[config.mk]
export PLATFORM = sky130hd
export DESIGN_NAME = dual_block_median
export DESIGN_NICKNAME = d
export VERILOG_FILES = /design/src/rtl/dbm_pkg.sv /design/src/rtl/dual_block_median.sv /design/src/rtl/dbm_cell.sv /design/src/rtl/dbm_chain.sv
export SDC_FILE = /design/constraint.sdc
export NUM_CORES = 1
export LEC_CHECK = 0
export BUFFER_PORTS_ARGS = -buffer_cell sky130_fd_sc_hd__buf_2
export CORE_MARGIN = 2
export CORE_UTILIZATION = 48
export DETAILED_ROUTE_END_ITERATION = 16
export PLACE_DENSITY_LB_ADDON = 0.1
export SYNTH_ARGS = -nofsm -noshare
export SYNTH_HDL_FRONTEND = slang
export SYNTH_HIERARCHICAL = 1
export SYNTH_SLANG_ARGS = --single-unit
[constraint.sdc]
create_clock -name i_clk -period 3.45 [get_ports i_clk]
set_input_delay 0.1725 -clock i_clk [delete_from_list [all_inputs] [get_ports i_clk]]
set_output_delay 0.1725 -clock i_clk [all_outputs]
set_load 0.01 [all_outputs]
[src/rtl/dbm_pkg.sv]
// Shared types and helpers for the dual-channel block median filter.
package dbm_pkg;

    localparam int SAMPLE_W = 24;

    typedef logic signed [SAMPLE_W-1:0] t_sample;

    // What one sorting cell hands to the next one up the row.
    typedef struct packed {
        logic    valid;   // cell holds an entry of the current window
        logic    gt;      // cell value is above the incoming word (or cell empty)
        t_sample value;
    } t_link;

    // Floored mean of two samples: widen by one bit, add, arithmetic shift.
    function automatic t_sample floor_mean(input t_sample lo, input t_sample hi);
        logic signed [SAMPLE_W:0] sum;
        begin
            sum = {lo[SAMPLE_W-1], lo} + {hi[SAMPLE_W-1], hi};
            floor_mean = t_sample'(sum >>> 1);
        end
    endfunction

endpackage

[src/rtl/dual_block_median.sv]
// Top level: paired block median filter over two sensor channels.
//
//  channel   ports                                   handshake
//  --------  --------------------------------------  ------------------------------
//  input     i_short_sample, i_long_sample           word taken when start && !busy
//  result    o_short_med, o_long_med                 o_valid, one cycle, no stall
//
// One word is taken every cycle; busy stays low. Each word is sorted into
// a row of WINDOW_SIZE cells per channel in the cycle it arrives. The word
// that fills a window raises o_valid after the median pick (r_done) and the
// output register. Reset (i_rst_n, synchronous) empties the rows and the
// fill counter. The receiver cannot stall the result.
module dual_block_median
    import dbm_pkg::*;
#(
    parameter int WINDOW_SIZE = 8
) (
    input  logic    i_clk,
    input  logic    i_rst_n,
    input  logic    start,
    output logic    busy,
    input  t_sample i_short_sample,
    input  t_sample i_long_sample,
    output logic    o_valid,
    output t_sample o_short_med,
    output t_sample o_long_med
);

    localparam int CNT_W = (WINDOW_SIZE > 1) ? $clog2(WINDOW_SIZE) : 1;
    localparam int MID   = WINDOW_SIZE / 2;

    logic             accept;
    logic             last;
    logic [CNT_W-1:0] r_count;
    logic [CNT_W-1:0] n_count;
    logic             r_done;
    logic             r_strobe;
    t_sample          r_short_med;
    t_sample          r_long_med;
    t_sample          short_taps [WINDOW_SIZE];
    t_sample          long_taps  [WINDOW_SIZE];
    t_sample          short_mid;
    t_sample          long_mid;

    assign busy   = 1'b0;
    assign accept = start && !busy;
    assign last   = accept && (r_count == CNT_W'(WINDOW_SIZE - 1));

    always_comb begin
        n_count = r_count;
        if (last) begin
            n_count = '0;
        end else if (accept) begin
            n_count = r_count + CNT_W'(1);
        end
    end

    dbm_chain #(.WINDOW_SIZE(WINDOW_SIZE)) u_short (
        .i_clk   (i_clk),
        .i_rst_n (i_rst_n),
        .i_ins   (accept),
        .i_clr   (r_done),
        .i_word  (i_short_sample),
        .o_taps  (short_taps)
    );

    dbm_chain #(.WINDOW_SIZE(WINDOW_SIZE)) u_long (
        .i_clk   (i_clk),
        .i_rst_n (i_rst_n),
        .i_ins   (accept),
        .i_clr   (r_done),
        .i_word  (i_long_sample),
        .o_taps  (long_taps)
    );

    // Rows are fully sorted in the cycle after the last word; read the middle.
    if ((WINDOW_SIZE % 2) == 1) begin : g_odd
        assign short_mid = short_taps[MID];
        assign long_mid  = long_taps[MID];
    end else begin : g_even
        assign short_mid = floor_mean(short_taps[MID-1], short_taps[MID]);
        assign long_mid  = floor_mean(long_taps[MID-1], long_taps[MID]);
    end

    always_ff @(posedge i_clk) begin
        if (!i_rst_n) begin
            r_count  <= '0;
            r_done   <= 1'b0;
            r_strobe <= 1'b0;
        end else begin
            r_count  <= n_count;
            r_done   <= last;
            r_strobe <= r_done;
        end
        if (r_done) begin
            r_short_med <= short_mid;
            r_long_med  <= long_mid;
        end
    end

    assign o_valid     = r_strobe;
    assign o_short_med = r_short_med;
    assign o_long_med  = r_long_med;

    a_count_range: assert property (@(posedge i_clk) disable iff (!i_rst_n)
        r_count <= CNT_W'(WINDOW_SIZE - 1))
        else $error("fill counter beyond window");

    a_done_after_last: assert property (@(posedge i_clk) disable iff (!i_rst_n)
        last |=> r_done)
        else $error("window fill not flagged");

    a_strobe_follows_done: assert property (@(posedge i_clk) disable iff (!i_rst_n)
        r_done |=> o_valid)
        else $error("median word not issued");

    a_strobe_needs_done: assert property (@(posedge i_clk) disable iff (!i_rst_n)
        o_valid |-> $past(r_done))
        else $error("median word without full window");

endmodule

[src/rtl/dbm_cell.sv]
// One insertion-sort cell: holds one sorted entry and its valid bit.
module dbm_cell
    import dbm_pkg::*;
(
    input  logic    i_clk,
    input  logic    i_rst_n,
    input  logic    i_ins,
    input  logic    i_clr,
    input  t_sample i_word,
    input  t_link   i_prev,
    output t_link   o_link
);

    logic    r_valid;
    logic    n_valid;
    t_sample r_value;
    t_sample n_value;
    logic    eff_valid;
    logic    gt;

    // i_clr empties the row for a new window; an insert in that same cycle
    // lands in an empty row.
    always_comb begin
        eff_valid = r_valid && !i_clr;
        gt        = !eff_valid || (r_value > i_word);
        n_valid   = eff_valid;
        n_value   = r_value;
        if (i_ins) begin
            n_valid = i_prev.valid;
            if (gt) begin
                n_value = i_prev.gt ? i_prev.value : i_word;
            end
        end
    end

    always_ff @(posedge i_clk) begin
        if (!i_rst_n) begin
            r_valid <= 1'b0;
        end else begin
            r_valid <= n_valid;
        end
        r_value <= n_value;
    end

    assign o_link = '{valid: eff_valid, gt: gt, value: r_value};

endmodule

[src/rtl/dbm_chain.sv]
// Row of sorting cells for one channel; keeps the window in ascending order.
module dbm_chain
    import dbm_pkg::*;
#(
    parameter int WINDOW_SIZE = 8
) (
    input  logic    i_clk,
    input  logic    i_rst_n,
    input  logic    i_ins,
    input  logic    i_clr,
    input  t_sample i_word,
    output t_sample o_taps [WINDOW_SIZE]
);

    t_link links [WINDOW_SIZE+1];

    // Bottom of the row: always "occupied", never above the word.
    assign links[0] = '{valid: 1'b1, gt: 1'b0, value: '0};

    for (genvar g = 0; g < WINDOW_SIZE; g++) begin : g_cell
        dbm_cell u_cell (
            .i_clk   (i_clk),
            .i_rst_n (i_rst_n),
            .i_ins   (i_ins),
            .i_clr   (i_clr),
            .i_word  (i_word),
            .i_prev  (links[g]),
            .o_link  (links[g+1])
        );
        assign o_taps[g] = links[g+1].value;
    end

endmodule

==> flow_summary.toml, run 1 <==
[setup_path]
critical_path_required_ns = 3.73
worst_ep_arrival_time_ns = 3.27
crit_fanout = 4
endpoint_kind = "flop"
r2r_cells = 9
r2r_slack_ns = 0.46
crit_type = "reg2reg"
critPathLaunchType = "flop"

[grt]
grt_overflow = 0
grt_pass1_wl_um = 77200
antenna_found_initial = 2
grt_pass1_vias = 14300
grt.total_usage = 0.220
grt_max_degree = 52

[logic_synthesis]
yosysWarnings = 6
netlist_area_um2 = 20600
syn_inst = 2084
synth_area_per_cell_um2 = 9.89

[route]
drtAntennaViolNets = 0
vias = 15100
drc = 0
drt-initial-drc-count = 1088
routed_wl_um = 48100
wl_per_cell_um = 17.2
viasPerCell = 5.40
firstDrtPassIters = 5

[power]
power.density_nw_per_um2 = 441
p_leak_nw = 10.8
p_sw_mw = 2.87
combinationalPowerShare = 0.197
power.share.clock = 0.352
p_int_mw = 7.26
vdd_drop_max_mv = 0.357
p_sw_frac = 0.283
seq_power_share = 0.451

[placement]
hpwl_um = 37500
io_buffers = 99
dpl_cell_area_um2 = 21900
gp_congestion = 0.902

[floorplan]
io_pins = 101
coreArea_um2 = 42100
fp.dieH_um = 211
die-area_um2 = 44600
num_rows = 75
start_util = 0.489
die_w_um = 211

[final_layout]
fin_util = 0.545
synthToLayoutAreaGrowth_pct = 11.5
nNetsFinal = 2570
fin_area_um2 = 23000
drive_above_1_share = 0.114

[sta]
slew_headroom = 0.537
finalHoldViolCount = 0
finalSetupViolations = 0
slew_viol_final = 0
finClkSkew_ns = 0.0271
hold-worst-slack_ns = 0.0460
finalCritPeriodShare = 0.867
max_slew.worst_pin.slew_ns = 0.695
rsz0062_at_grt = "false"
fin_setup_tns_ns = 0
fmax_mhz = 334
final.min_clock_period_ns = 2.99

[min_path]
hold_path_class = "in2reg"
holdPathStages = 2

[cts]
cts_root_buf = "clkbuf_16"
ctsHoldBuffers = 0
cts_buffer_depth = 3
cts_buffers = 37
clock_sinks = 303
cts_setup_buffers = 0
cts_resized = 0
clk_pin_slew_ns = 0.06
tritoncts = "yes"
htreeDepth = 2
clock_latency_ns = 0.55

[outcome]
status = "complete, no violations"

[job]
cap_violations = 0
==> cells in the final DEF, fill, tap and decap left out, types with 11 or more instances in the layout <==
master     count
xnor2_1       27
xor2_1        16
o31a_1        11
nand3_1       11
nand2_1      310
nor2_1        44
a21o_2        20
conb_1        55
a22oi_1       20
nand2b_1      11
nand4_2       30
ha_1         288
inv_1        271
o21ai_0      304
nand4_1       35
mux2i_1       21
dfxtp_1       14
edfxtp_1     288
clkbuf_1      17
clkbuf_16     37
buf_2         99
nor3_1        12
o211ai_1      13
a21oi_1      126
a21o_1        29
nor2b_1       12
buf_4         23
==> per-stage QoR <==
step                      power (mW)  cells  setup slack [ns]
final                           10.1   2798             0.458
after global routing            10.7   2798             0.228
after CTS                       10.2   2796             0.462
after detailed placement        6.60   2729             0.502
after global placement          6.54   2729             0.493
after floorplan                 6.04   2134             0.495
==> worst paths after layout <==
path	endpoint	from
hold reg to reg	r_count[0]$_SDFFE_PP0P_	r_count[0]$_SDFFE_PP0P_
setup reg to reg	o_long_med[21]$_DFFE_PP_	u_long/g_cell[4].u_cell/r_value[0]$_DFFE_PP_
hold / removal	u_short/g_cell[1].u_cell/r_valid$_SDFF_PN0_	i_rst_n
setup / recovery	o_long_med[21]$_DFFE_PP_	u_long/g_cell[4].u_cell/r_value[0]$_DFFE_PP_
==> state kept, by name, indices dropped and copies added (netlist names) <==
name / count
o_valid: 1
r_done: 1
o_short_med: 24
u_long/g_cell.u_cell/r_valid: 5
o_long_med: 24
r_count: 3
u_long/g_cell.u_cell/r_value: 120
u_short/g_cell.u_cell/r_value: 120
u_short/g_cell.u_cell/r_valid: 5
==> power groups by stage <==
stage	registers, mW	logic (mW)	clock network, mW
final	4.57	2.00	3.56
after global routing	4.59	2.28	3.81
after detailed placement	4.64	1.96	0
after global placement	4.63	1.91	0
after CTS	4.56	1.98	3.68
after floorplan	4.56	1.48	0
==> cell type report <==
class / count / area, um^2
clock buffer: 57 / 1030
clock inverter: 10 / 53.8
sequential: 303 / 8950
timing repair buffer: 125 / 728
tap: 539 / 674
antenna: 2 / 5.00
inverter: 271 / 1020
fill: 3719 / 19200
multi-input combinational: 1491 / 10500
==> worst max-delay path, stage by stage (launching register included) <==
cell and delay, ns:
edfxtp_1 0.41, and2_1 0.19, fa_1 0.40, a21o_1 0.22, a221oi_2 0.26, o21bai_2 0.13
a31o_4 0.28, a221o_2 0.44, a221oi_2 0.29, xnor2_1 0.09
==> per-layer routing <==
layer | routed length [um] | part of all wire | global-route usage | vias to the layer above
met1 | 25300 | 0.53 | 0.349 | 6995
met2 | 19400 | 0.40 | 0.308 | 357
li1 | - | - | - | 7692
met3 | 2450 | 0.051 | 0.0290 | 59
met4 | 977 | 0.020 | 0.0636 | 0
met5 | 0 | 0 | 0 | -
No activity file was read; power rests on OpenSTA's default activity.
==> inputs of run 2 (changes only) <==
--- a/config.mk
+++ b/config.mk
@@ -8,6 +8,7 @@
 export BUFFER_PORTS_ARGS = -buffer_cell sky130_fd_sc_hd__buf_2
 export CORE_MARGIN = 2
 export CORE_UTILIZATION = 48
+export CTS_BUF_LIST = sky130_fd_sc_hd__clkbuf_8
 export DETAILED_ROUTE_END_ITERATION = 16
 export PLACE_DENSITY_LB_ADDON = 0.1
 export SYNTH_ARGS = -nofsm -noshare
==> flow_summary.toml, run 2 (synthesis gave the netlist of run 1 again) <==
[grt]
grt.total_usage = 0.224
grt_pass1_wl_um = 78900
antenna_found_initial = 0
grt_max_degree = 52
grt_overflow = 0
grt_pass1_vias = 14800

[cts]
tritoncts = "yes"
htreeDepth = 2
clock_latency_ns = 0.64
cts_setup_buffers = 0
cts_root_buf = "clkbuf_8"
clock_sinks = 303
cts_buffers = 55
cts_buffer_depth = 3
clk_pin_slew_ns = 0.06

[floorplan]
coreArea_um2 = 42100
fp.dieH_um = 211
io_pins = 101
start_util = 0.489
die-area_um2 = 44600
num_rows = 75
die_w_um = 211

[setup_path]
crit_type = "reg2reg"
critPathTopFamily = "compound AO/OA/AOI/OAI gates"
crit_fanout = 4
endpoint_kind = "flop"
critical_path_required_ns = 3.91
cpPeakStageDelay_ns = 0.44
critPathBufInv = 0
critPathLaunchType = "flop"
cp_slowest_cell = "a221o_2"
worst_ep_arrival_time_ns = 3.45
crit_chain = "and2_1, fa_1, a21o_1, a221oi_2, o21bai_2, a31o_4, a221o_2, o311a_1, o22ai_1"

[sta]
fmax_mhz = 335
max_slew.worst_pin.slew_ns = 0.694
finalCritPeriodShare = 0.866
final.min_clock_period_ns = 2.99
finalSetupViolations = 0
finalHoldViolCount = 0
rsz0062_at_grt = "false"
fin_setup_tns_ns = 0
finClkSkew_ns = 0.0245
slew_viol_final = 0
slew_headroom = 0.537

[final_layout]
diodes = 0
drive_above_1_share = 0.123
top_regs = "u_long/g_cell.u_cell/r_value: 120 flops, u_short/g_cell.u_cell/r_value: 120 flops"
layout_common_cells = "nand2_1 (310), o21ai_0 (304), inv_1 (296), ha_1 (288), edfxtp_1 (288)"
nNetsFinal = 2634
mostFrequentLayoutCell = "nand2_1"
synthToLayoutAreaGrowth_pct = 13.8

[min_path]
hold_path_class = "in2reg"

[power]
p_leak_nw = 11.1
vdd_drop_max_mv = 0.231
power_mw = 10.0
power.density_nw_per_um2 = 426

[route]
vias = 15400
drtAntennaViolNets = 0
firstDrtPassIters = 5
routed_wl_um = 48900
wl_per_cell_um = 17.0
drc = 0
drt-initial-drc-count = 1108
viasPerCell = 5.37

[placement]
hpwl_um = 37500
io_buffers = 99
gp_congestion = 0.902

[job]
cap_violations = 0

[outcome]
status = "complete, no violations"
## run 2: cell types whose count changed in the layout (fill, tap and decap cells not counted), sizes merged
cell	delta
clkbuf	+15
diode	-2
dlygate4sd3	+46
clkinv	-4
inv	+22
clkinvlp	+1
## run 2: what timing repair did
item | in CTS | in global routing
endpoints found under the setup margin | 0 | 0
hold buffers | 46 | 0
gates resized for setup | 0 | 0
endpoints found under the hold margin | 196 | 0
## run 2: cell type report
class	instances	area (um^2)
repair buffers	171	1190
flip-flops and latches	303	8950
clock buffers	72	991
multi-input cells	1491	10500
clock inverters	29	115
fillers	3721	18700
well taps	539	674
inverters	271	1020
## run 2: path summary, 6_finish.rpt
path	slack (ns)	endpoint	from	depth (start not counted)
max	0.46	o_long_med[23]$_DFFE_PP_	u_long/g_cell[3].u_cell/r_value[0]$_DFFE_PP_	9
min	0.07	u_long/g_cell[3].u_cell/r_value[20]$_DFFE_PP_	i_long_sample[20]	3
max reg2reg	0.46	o_long_med[23]$_DFFE_PP_	u_long/g_cell[3].u_cell/r_value[0]$_DFFE_PP_	9
min reg2reg	0.54	r_count[0]$_SDFFE_PP0P_	r_count[0]$_SDFFE_PP0P_	2
## run 2: worst min-delay path, stage by stage
cell and delay [ns]:
buf_2 0.18, inv_1 0.10, o21ai_0 0.08
## run 2: where the power goes
part | switching, mW | leakage (nW) | internal [mW]
clock network | 1.54 | 0.660 | 1.85
logic | 1.19 | 7.52 | 0.851
registers | 0.182 | 2.91 | 4.39
## run 2: layer usage
metal	part of all wire	wire length, um	global-route usage	up-vias
met5	0	0	0	-
met4	0.025	1240	0.0687	0
met3	0.052	2530	0.0340	88
met2	0.40	19600	0.313	392
met1	0.52	25500	0.352	7127
li1	-	-	-	7829
## run 2: metrics by stage
stage	hold slack, ns	setup slack [ns]	cell area, um^2	cells	util
floorplan	0.294	0.495	20800	2134	-
global placement	0.534	0.493	21900	2729	0.519
detailed placement	0.545	0.502	21900	2729	0.519
CTS	0.0104	0.468	23400	2876	0.556
global route	0.0585	0.228	23400	2876	0.556
finish	0.0696	0.461	23400	2876	0.556
